$ cat src/rtl/core/psrl_pkg.sv
// Shared types and constants for the per-source fixed-window rate limiter.
// No dependencies; every other file of the block refers to this package.
`timescale 1ns / 1ps

package psrl_pkg;

  localparam int unsigned AddrW  = 32;
  localparam int unsigned TimeW  = 32;
  localparam int unsigned CountW = 8;

  // Configuration port
  localparam int unsigned CfgIdxW  = 2;
  localparam int unsigned CfgDataW = 32;

  localparam logic [CfgIdxW-1:0] CfgWindowMs    = 2'd0;
  localparam logic [CfgIdxW-1:0] CfgMaxRequests = 2'd1;

  localparam logic [TimeW-1:0]  WindowMsRst    = 32'd60000;
  localparam logic [CountW-1:0] MaxRequestsRst = 8'd5;

  // One entry of the slot table
  typedef struct packed {
    logic [AddrW-1:0]  addr;
    logic [TimeW-1:0]  start;
    logic [CountW-1:0] count;
  } slot_t;

endpackage

$ cat src/rtl/core/psrl_if.sv
// Valid/ready channel interfaces: request (address, timestamp) and response.
// Depends on psrl_pkg for field widths.
`timescale 1ns / 1ps

interface psrl_req_if;
  logic                         valid;
  logic                         ready;
  logic [psrl_pkg::AddrW-1:0]   source_addr;
  logic [psrl_pkg::TimeW-1:0]   now_ms;

  modport source (output valid, output source_addr, output now_ms, input ready);
  modport sink   (input valid, input source_addr, input now_ms, output ready);
endinterface

interface psrl_rsp_if;
  logic valid;
  logic ready;
  logic allowed;

  modport source (output valid, output allowed, input ready);
  modport sink   (input valid, input allowed, output ready);
endinterface

$ cat src/rtl/core/per_source_fixed_window_rate_limiter_unit.sv
// Per-source fixed-window rate limiter, top level: scan sequencer and result register.
// Depends on psrl_pkg, psrl_if, psrl_slot_ram and psrl_cfg_regs.
//
//   channel   dir  handshake            payload
//   req_i     in   valid/ready          source_addr[31:0], now_ms[31:0]
//   rsp_o     out  valid/ready          allowed
//   cfg       in   cfg_we_i (no stall)  cfg_idx_i[1:0], cfg_wdata_i[31:0]
//
// After accept, the scan reads the table entries in order on the slot RAM read port
// (a match ends the scan early); then an update state writes the entry back and the
// result state loads the output register.
// A new request is accepted once the previous result sits in the output register.
// A full output register stalls the sequencer in its result state.
// Reset clears the per-slot used bits at once; no clearing pass is needed.
`timescale 1ns / 1ps

module per_source_fixed_window_rate_limiter_unit #(
  parameter int unsigned SLOTS = 8
) (
  input  logic                            clk_i,
  input  logic                            rst_ni,
  psrl_req_if.sink                        req_i,
  psrl_rsp_if.source                      rsp_o,
  input  logic                            cfg_we_i,
  input  logic [psrl_pkg::CfgIdxW-1:0]    cfg_idx_i,
  input  logic [psrl_pkg::CfgDataW-1:0]   cfg_wdata_i
);

  localparam int unsigned IdxW = (SLOTS > 1) ? $clog2(SLOTS) : 1;
  localparam logic [IdxW-1:0] LastIdx = IdxW'(SLOTS - 1);

  typedef enum logic [3:0] {
    StIdle   = 4'b0001,
    StScan   = 4'b0010,
    StUpdate = 4'b0100,
    StResp   = 4'b1000
  } state_e;

  state_e state_q, state_d;

  logic [psrl_pkg::TimeW-1:0]  window_ms;
  logic [psrl_pkg::CountW-1:0] max_requests;

  psrl_cfg_regs u_cfg (
    .clk_i          (clk_i),
    .rst_ni         (rst_ni),
    .cfg_we_i       (cfg_we_i),
    .cfg_idx_i      (cfg_idx_i),
    .cfg_wdata_i    (cfg_wdata_i),
    .window_ms_o    (window_ms),
    .max_requests_o (max_requests)
  );

  // Slot table
  logic            ram_we, ram_re;
  logic [IdxW-1:0] ram_waddr, ram_raddr;
  psrl_pkg::slot_t ram_wdata, ram_rdata;

  psrl_slot_ram #(.Depth(SLOTS)) u_ram (
    .clk_i   (clk_i),
    .we_i    (ram_we),
    .waddr_i (ram_waddr),
    .wdata_i (ram_wdata),
    .re_i    (ram_re),
    .raddr_i (ram_raddr),
    .rdata_o (ram_rdata)
  );

  logic [SLOTS-1:0] used_q;

  // Request and scan bookkeeping
  logic [psrl_pkg::AddrW-1:0]  addr_q;
  logic [psrl_pkg::TimeW-1:0]  now_q;
  logic [IdxW-1:0]             idx_q;
  logic                        hit_q;
  logic [IdxW-1:0]             hit_idx_q;
  logic [psrl_pkg::TimeW-1:0]  hit_start_q;
  logic [psrl_pkg::CountW-1:0] hit_count_q;
  logic                        have_free_q;
  logic [IdxW-1:0]             free_idx_q;
  logic [IdxW-1:0]             victim_idx_q;
  logic [psrl_pkg::TimeW-1:0]  victim_start_q;
  logic                        res_q;
  logic                        rsp_valid_q;
  logic                        rsp_allowed_q;

  logic req_fire, rsp_load, entry_used, entry_match, scan_last;
  logic [psrl_pkg::TimeW-1:0] age;
  logic                       expired, at_limit;
  logic [IdxW-1:0]            pick_idx;

  assign req_fire    = req_i.valid & req_i.ready;
  assign entry_used  = used_q[idx_q];
  assign entry_match = entry_used && (ram_rdata.addr == addr_q);
  assign scan_last   = (idx_q == LastIdx);
  assign rsp_load    = (state_q == StResp) && (!rsp_valid_q || rsp_o.ready);

  // Decision terms for a matched entry, and the slot to write
  assign age      = now_q - hit_start_q;
  assign expired  = age > window_ms;
  assign at_limit = hit_count_q >= max_requests;
  assign pick_idx = hit_q ? hit_idx_q : (have_free_q ? free_idx_q : victim_idx_q);

  // Next state
  always_comb begin
    state_d = state_q;
    unique case (state_q)
      StIdle:   if (req_fire) state_d = StScan;
      StScan:   if (entry_match || scan_last) state_d = StUpdate;
      StUpdate: state_d = StResp;
      StResp:   if (rsp_load) state_d = StIdle;
      default:  state_d = StIdle;
    endcase
  end

  // Read entry 0 on accept, then the next entry each scan cycle
  always_comb begin
    ram_re    = 1'b0;
    ram_raddr = '0;
    if (state_q == StIdle) begin
      ram_re = req_fire;
    end else if (state_q == StScan) begin
      ram_re    = !scan_last;
      ram_raddr = idx_q + 1'b1;
    end
  end

  // Write back: window restart, count increment or fresh claim; a denial writes nothing
  always_comb begin
    ram_we          = 1'b0;
    ram_waddr       = pick_idx;
    ram_wdata.addr  = addr_q;
    ram_wdata.start = now_q;
    ram_wdata.count = psrl_pkg::CountW'(1);
    if (state_q == StUpdate) begin
      if (!hit_q || expired) begin
        ram_we = 1'b1;
      end else if (!at_limit) begin
        ram_we          = 1'b1;
        ram_wdata.start = hit_start_q;
        ram_wdata.count = hit_count_q + 1'b1;
      end
    end
  end

  always_ff @(posedge clk_i or negedge rst_ni) begin
    if (!rst_ni) begin
      state_q <= StIdle;
      used_q  <= '0;
    end else begin
      state_q <= state_d;
      if (state_q == StUpdate && !hit_q) begin
        used_q[pick_idx] <= 1'b1;
      end
    end
  end

  // Scan datapath
  always_ff @(posedge clk_i) begin
    if (req_fire) begin
      addr_q         <= req_i.source_addr;
      now_q          <= req_i.now_ms;
      idx_q          <= '0;
      hit_q          <= 1'b0;
      have_free_q    <= 1'b0;
      free_idx_q     <= '0;
      victim_idx_q   <= '0;
      victim_start_q <= '1;
    end else if (state_q == StScan) begin
      idx_q <= idx_q + 1'b1;
      if (entry_match) begin
        hit_q       <= 1'b1;
        hit_idx_q   <= idx_q;
        hit_start_q <= ram_rdata.start;
        hit_count_q <= ram_rdata.count;
      end else if (!entry_used) begin
        if (!have_free_q) begin
          have_free_q <= 1'b1;
          free_idx_q  <= idx_q;
        end
      end else if (ram_rdata.start < victim_start_q) begin
        victim_idx_q   <= idx_q;
        victim_start_q <= ram_rdata.start;
      end
    end
    if (state_q == StUpdate) begin
      res_q <= !hit_q || expired || !at_limit;
    end
  end

  // Output register
  always_ff @(posedge clk_i or negedge rst_ni) begin
    if (!rst_ni) begin
      rsp_valid_q <= 1'b0;
    end else if (rsp_load) begin
      rsp_valid_q <= 1'b1;
    end else if (rsp_o.ready) begin
      rsp_valid_q <= 1'b0;
    end
  end

  always_ff @(posedge clk_i) begin
    if (rsp_load) begin
      rsp_allowed_q <= res_q;
    end
  end

  assign req_i.ready   = (state_q == StIdle);
  assign rsp_o.valid   = rsp_valid_q;
  assign rsp_o.allowed = rsp_allowed_q;

endmodule

$ cat src/rtl/core/psrl_slot_ram.sv
// Slot table storage: one write port, one read port, registered read data.
// Depends on psrl_pkg for the entry type.
`timescale 1ns / 1ps

module psrl_slot_ram #(
  parameter int unsigned Depth = 8,
  localparam int unsigned IdxW = (Depth > 1) ? $clog2(Depth) : 1
) (
  input  logic                clk_i,
  input  logic                we_i,
  input  logic [IdxW-1:0]     waddr_i,
  input  psrl_pkg::slot_t     wdata_i,
  input  logic                re_i,
  input  logic [IdxW-1:0]     raddr_i,
  output psrl_pkg::slot_t     rdata_o
);

  psrl_pkg::slot_t mem [Depth];
  psrl_pkg::slot_t rdata_q;

  always_ff @(posedge clk_i) begin
    if (we_i) begin
      mem[waddr_i] <= wdata_i;
    end
  end

  always_ff @(posedge clk_i) begin
    if (re_i) begin
      rdata_q <= mem[raddr_i];
    end
  end

  assign rdata_o = rdata_q;

endmodule

$ cat src/rtl/core/psrl_cfg_regs.sv
// Configuration registers: window length and per-window request limit.
// Depends on psrl_pkg for register indexes, widths and reset values.
`timescale 1ns / 1ps

module psrl_cfg_regs (
  input  logic                            clk_i,
  input  logic                            rst_ni,
  input  logic                            cfg_we_i,
  input  logic [psrl_pkg::CfgIdxW-1:0]    cfg_idx_i,
  input  logic [psrl_pkg::CfgDataW-1:0]   cfg_wdata_i,
  output logic [psrl_pkg::TimeW-1:0]      window_ms_o,
  output logic [psrl_pkg::CountW-1:0]     max_requests_o
);

  logic [psrl_pkg::TimeW-1:0]  window_ms_q;
  logic [psrl_pkg::CountW-1:0] max_requests_q;

  // Writes to unknown indexes are dropped
  always_ff @(posedge clk_i or negedge rst_ni) begin
    if (!rst_ni) begin
      window_ms_q    <= psrl_pkg::WindowMsRst;
      max_requests_q <= psrl_pkg::MaxRequestsRst;
    end else if (cfg_we_i) begin
      unique case (cfg_idx_i)
        psrl_pkg::CfgWindowMs: begin
          window_ms_q <= cfg_wdata_i[psrl_pkg::TimeW-1:0];
        end
        psrl_pkg::CfgMaxRequests: begin
          max_requests_q <= cfg_wdata_i[psrl_pkg::CountW-1:0];
        end
        default: begin
        end
      endcase
    end
  end

  assign window_ms_o    = window_ms_q;
  assign max_requests_o = max_requests_q;

endmodule
$ cat src/flat_wrapper.sv
// flat-port wrapper written by rule: the top's interface ports become plain ports
module per_source_fixed_window_rate_limiter_unit_flat 
#(
  parameter int unsigned SLOTS = 8
)
  (clk_i, rst_ni, cfg_we_i, cfg_idx_i, cfg_wdata_i, req_i_valid, req_i_source_addr, req_i_now_ms, req_i_ready, rsp_o_valid, rsp_o_allowed, rsp_o_ready);
  psrl_req_if req_i_i ();
  psrl_rsp_if rsp_o_i ();
  input  logic clk_i;
  input  logic rst_ni;
  input  logic cfg_we_i;
  input  logic [psrl_pkg::CfgIdxW-1:0] cfg_idx_i;
  input  logic [psrl_pkg::CfgDataW-1:0] cfg_wdata_i;
  input wire logic [$bits(req_i_i.valid)-1:0] req_i_valid;
  input wire logic [$bits(req_i_i.source_addr)-1:0] req_i_source_addr;
  input wire logic [$bits(req_i_i.now_ms)-1:0] req_i_now_ms;
  output wire logic [$bits(req_i_i.ready)-1:0] req_i_ready;
  output wire logic [$bits(rsp_o_i.valid)-1:0] rsp_o_valid;
  output wire logic [$bits(rsp_o_i.allowed)-1:0] rsp_o_allowed;
  input wire logic [$bits(rsp_o_i.ready)-1:0] rsp_o_ready;
  assign req_i_i.valid = req_i_valid;
  assign req_i_i.source_addr = req_i_source_addr;
  assign req_i_i.now_ms = req_i_now_ms;
  assign req_i_ready = req_i_i.ready;
  assign rsp_o_valid = rsp_o_i.valid;
  assign rsp_o_allowed = rsp_o_i.allowed;
  assign rsp_o_i.ready = rsp_o_ready;
  per_source_fixed_window_rate_limiter_unit #(.SLOTS(SLOTS)) u_core (.clk_i(clk_i), .rst_ni(rst_ni), .req_i(req_i_i), .rsp_o(rsp_o_i), .cfg_we_i(cfg_we_i), .cfg_idx_i(cfg_idx_i), .cfg_wdata_i(cfg_wdata_i));
endmodule
$ cat config.mk
export PLATFORM = sky130hd
export DESIGN_NAME = per_source_fixed_window_rate_limiter_unit_flat
export DESIGN_NICKNAME = d
export VERILOG_FILES = /design/src/rtl/core/psrl_pkg.sv /design/src/rtl/core/psrl_if.sv /design/src/rtl/core/per_source_fixed_window_rate_limiter_unit.sv /design/src/rtl/core/psrl_slot_ram.sv /design/src/rtl/core/psrl_cfg_regs.sv /design/src/flat_wrapper.sv
export SDC_FILE = /design/constraint.sdc
export NUM_CORES = 1
export LEC_CHECK = 0
export BUFFER_PORTS_ARGS = -buffer_cell sky130_fd_sc_hd__clkbuf_2
export CAP_MARGIN = 20
export CORE_ASPECT_RATIO = 1.75
export CORE_MARGIN = 4
export CORE_UTILIZATION = 40
export CTS_CLUSTER_DIAMETER = 40
export DETAILED_ROUTE_END_ITERATION = 8
export PLACE_DENSITY_LB_ADDON = 0.25
export SLEW_MARGIN = 30
export SYNTH_ARGS = -nofsm -noshare
export SYNTH_HDL_FRONTEND = slang
export SYNTH_SLANG_ARGS = --single-unit
$ cat constraint.sdc
create_clock -name clk_i -period 15.5 [get_ports clk_i]
set_input_delay 2.325 -clock clk_i [delete_from_list [all_inputs] [get_ports clk_i]]
set_output_delay 2.325 -clock clk_i [all_outputs]
set_load 0.1 [all_outputs]
==> results.toml <==
[finish]
area_growth_pct = 14.64
final_area_mm2 = 0.04149
insertedDiodeCount = 0
multi_input_area_mm2 = 0.01056
sequential_cell_area_mm2 = 0.02494
ratio_of_cells_with_drive_above_1_in_the_final_layout_pct = 16.52
postLayoutCoreUtil_pct = 46.29
fillerInstances = 7745
layoutNonFillerInstCount = 3815
final_net_count = 2768

[route]
drtIter0Drc = 1170
drt_pre_antenna_iters = 7
final_antenna_net_count = 0
via_count = 20470
route.final.wire_length_um = 86190
post-route-drc-count = 0
wl_per_cell_um = 22.59
via_per_inst = 5.366

[pwr]
share_comb_of_total_power_pct = 18.2
clock_power_share_pct = 36.2
p_sw_mw = 1.844
power.internal_mw = 4.529
max-vdd-ir-drop_uv = 122.5
power.share.sequential_pct = 45.6
power.density_mw_per_mm2 = 153.6
leakage_nw = 15.19
report.power.total_mw = 6.372
switching_share_pct = 28.93

[worst_setup_path]
cpPeakStageDelay_ns = 0.78
critical_path_peak_fanout = 45
worstPathRequired_ns = 15.80
regToRegEndpoint = "u_core.u_ram.mem[1][57]$_DFFE_PP_"
number_of_cells_on_the_worst_reg_to_reg_path = 19
crit_arrival_ns = 8.06
criticalPathCategory = "reg -> reg"
path_cells = "inv_1 > ha_1 > inv_1 > fa_1 > a211o_1 > a2111oi_0 > o21ai_0 > a21oi_1 > o41a_1 > o32a_1 > o21ai_0 > ha_1 > nand4_1 > nor4_1 > a311o_1 > nor2b_1 > nor3_2 > buf_4 > buf_4"
startpoint_type = "flop"
worst_setup_path_startpoint = "u_core.now_q[0]$_DFFE_PP_"
regToRegSetupSlack_ns = 7.74
worst_r2r_startpoint = "u_core.now_q[0]$_DFFE_PP_"
timing.critical_path.to_type = "flop"
slowest_stage = "sky130_fd_sc_hd__a311o_1"

[floorplan]
initial_core_util_pct = 40.38
die_h_um = 405.9
die-area_mm2 = 0.09554
die-width_um = 235.4
ports_placed_on_the_boundary = 106
design.core.area_mm2 = 0.08962
row_count = 145

[sta]
final_min_period_over_clock_period_pct = 50.09
setup-tns-final_ns = 0
timing.clock.skew_ns = 0.02084
timing.final.hold_violations = 0
layout_setup_ws_ns = 7.735
final.min_clock_period_ns = 7.765
rsz_0062_raised_after_global_routing = "no"
fmax_mhz = 128.8
worst_pin_slew_ns = 0.9715
finish_stage_setup_viols = 0
max_slew_margin_pct = 35.23
finalHoldWorstSlack_ns = 0.4161
final-max-slew-violation-count = 0

[cts]
tritoncts = "built"
post-cts-setup-buffer-count = 0
clk_pin_slew_ns = 0.06
tritoncts.num_buffers = 95
cts.path.max_buffers = 3
clock_sink_count = 853
post_cts_hold_buffer_count = 0
cts.root.buffer_cell = "sky130_fd_sc_hd__clkbuf_16"
cts.repair.resized = 0
cts.htree.levels = 3
clk-insertion-delay-late_ns = 0.68

[synth]
ys_seq_area_share_pct = 68.89
yosys_warnings = 0
number_of_flops_mapped_to_enable_cells_by_yosys = 757
synth_cells = 2429
synth_nets = 2638
number_of_register_bits_inferred_by_synthesis = 853
syn_area_per_cell_um2 = 14.90
async_set_or_reset_flop_fraction_in_the_synthesized_netlist_pct = 6.213
synth.lib_cells_used.distinct = 65
synth-main-ff-cell = "sky130_fd_sc_hd__edfxtp_1"
synth.cell_area_mm2 = 0.03619

[worst_hold_path]
holdPathStages = 0
whs_endpoint = "u_core.hit_count_q[3]$_DFFE_PP_"
holdCritPathClass = "reg -> reg"
hold_path_startpoint = "u_core.u_ram.rdata_o[3]$_DFFE_PP_"

[global_route]
grt_antenna_before_repair = 2
overflow = 0
groute.usage.overall_pct = 17.87
first_global_vias = 21750
global_route_wire_length_before_repair_um = 130900
pin_count_of_the_biggest_net_entering_global_routing = 85

[place]
port_buffers = 105
placedCellCount = 3638
finalWeightedCongestion = 0.8398
detailed_place.area_mm2 = 0.03822
estimated_wirelength_of_the_detail_placed_design_um = 53310
preCtsSetupSlack_ns = 7.725

[status]
run_status = "completed"

[job]
drv.max_cap_violation_count = 0
registers in the layout, summed over array words and instances, names as in the netlist, 3 cells and up:
name,cells
u_core.victim_start_q,32
u_core.hit_idx_q,3
u_core.u_cfg.window_ms_o,32
u_core.u_ram.rdata_o,72
u_core.hit_count_q,8
u_core.victim_idx_q,3
u_core.used_q,8
u_core.addr_q,32
u_core.idx_q,3
u_core.now_q,32
u_core.hit_start_q,32
u_core.u_cfg.max_requests_o,8
u_core.state_q,4
u_core.u_ram.mem,576
u_core.free_idx_q,3
worst max-delay path by stage:
stage / to / cells after the start
global route: u_core.u_ram.mem[1][43]$_DFFE_PP_ / 19
finish: u_core.u_ram.mem[1][57]$_DFFE_PP_ / 19
detailed placement: u_core.u_ram.mem[0][7]$_DFFE_PP_ / 19
CTS: u_core.u_ram.mem[0][14]$_DFFE_PP_ / 19
floorplan: u_core.u_ram.mem[2][0]$_DFFE_PP_ / 19
global placement: u_core.u_ram.mem[6][34]$_DFFE_PP_ / 19
kinds of logic (layout without fill, tap and decap cells):
kind of cell               count (synthesis)  count (layout)  share of synthesized area (%)
AOI/OAI and AO/OA                        345             345                          6.106
xor gates and xnor gates                  60              60                          1.452
DFF                                      853             853                          68.89
and+or+nand+nor                          572             572                          7.353
muxes                                    268             268                          10.12
buffers and inverters                    225             435                          2.399
adders and majority gates                106             106                          3.685
worst max-delay path: cells and delay by family (launching register included):
family / cells / cell delay (ns)
buffers and inverters: 4 / 1.29
AOI/OAI and AO/OA: 8 / 3.24
DFF: 1 / 0.39
adders and majority gates: 3 / 0.91
and+or+nand+nor: 4 / 1.43
routing by layer:
| metal | GRT usage (%) | part of all wire [%] | vias up |
|---|---|---|---|
| met5 | 0 | 0 | - |
| met4 | 6.887 | 3.2 | 0 |
| met3 | 2.705 | 4.7 | 148 |
| met2 | 32.86 | 53 | 563 |
| met1 | 21.08 | 39 | 10360 |
| li1 | - | - | 9403 |
layout by cell type, fill, tap and decap left out, types with 43 or more instances in the layout:
cell type                     n
sky130_fd_sc_hd__nor2_1     110
sky130_fd_sc_hd__clkbuf_2   105
sky130_fd_sc_hd__inv_1      115
sky130_fd_sc_hd__mux2i_1    152
sky130_fd_sc_hd__o211ai_1    80
sky130_fd_sc_hd__nand2_1    225
sky130_fd_sc_hd__nor2b_1     81
sky130_fd_sc_hd__mux4_2      74
sky130_fd_sc_hd__o21ai_0     86
sky130_fd_sc_hd__clkbuf_16   98
sky130_fd_sc_hd__edfxtp_1   757
sky130_fd_sc_hd__ha_1       103
sky130_fd_sc_hd__dfrtp_1     43
sky130_fd_sc_hd__xnor2_1     49
sky130_fd_sc_hd__nor3_1      44
sky130_fd_sc_hd__a21oi_1     84
power groups by stage:
stage / sequential (mW) / clock (mW) / combinational, mW
global placement: 2.96 / 0 / 1.14
floorplan: 2.90 / 0 / 0.815
detailed placement: 2.96 / 0 / 1.18
global route: 2.93 / 2.46 / 1.28
finish: 2.91 / 2.30 / 1.16
CTS: 2.91 / 2.37 / 1.18
layout make-up:
class,count,area share (%)
inverters,116,1.052
repair buffers,142,1.993
well taps,1176,3.546
multi-input cells,1351,25.45
clock buffers,109,6.059
clock inverters,68,1.803
flip-flops and latches,853,60.10
cells in the mapped netlist, drive strengths merged (49+ instances only):
library cell	n	area (um2)
o211ai	80	600.6
ha	105	1314
o21ai	90	450.4
mux2i	152	1521
mux4	74	1667
a21oi	84	420.4
nor3	53	276.5
nand2	227	852.1
inv	116	435.4
xnor2	49	429.2
nor2b	81	506.7
edfxtp	757	22730
nor2	111	416.7
clkbuf	88	330.3
No activity file was read; power rests on OpenSTA's default activity.
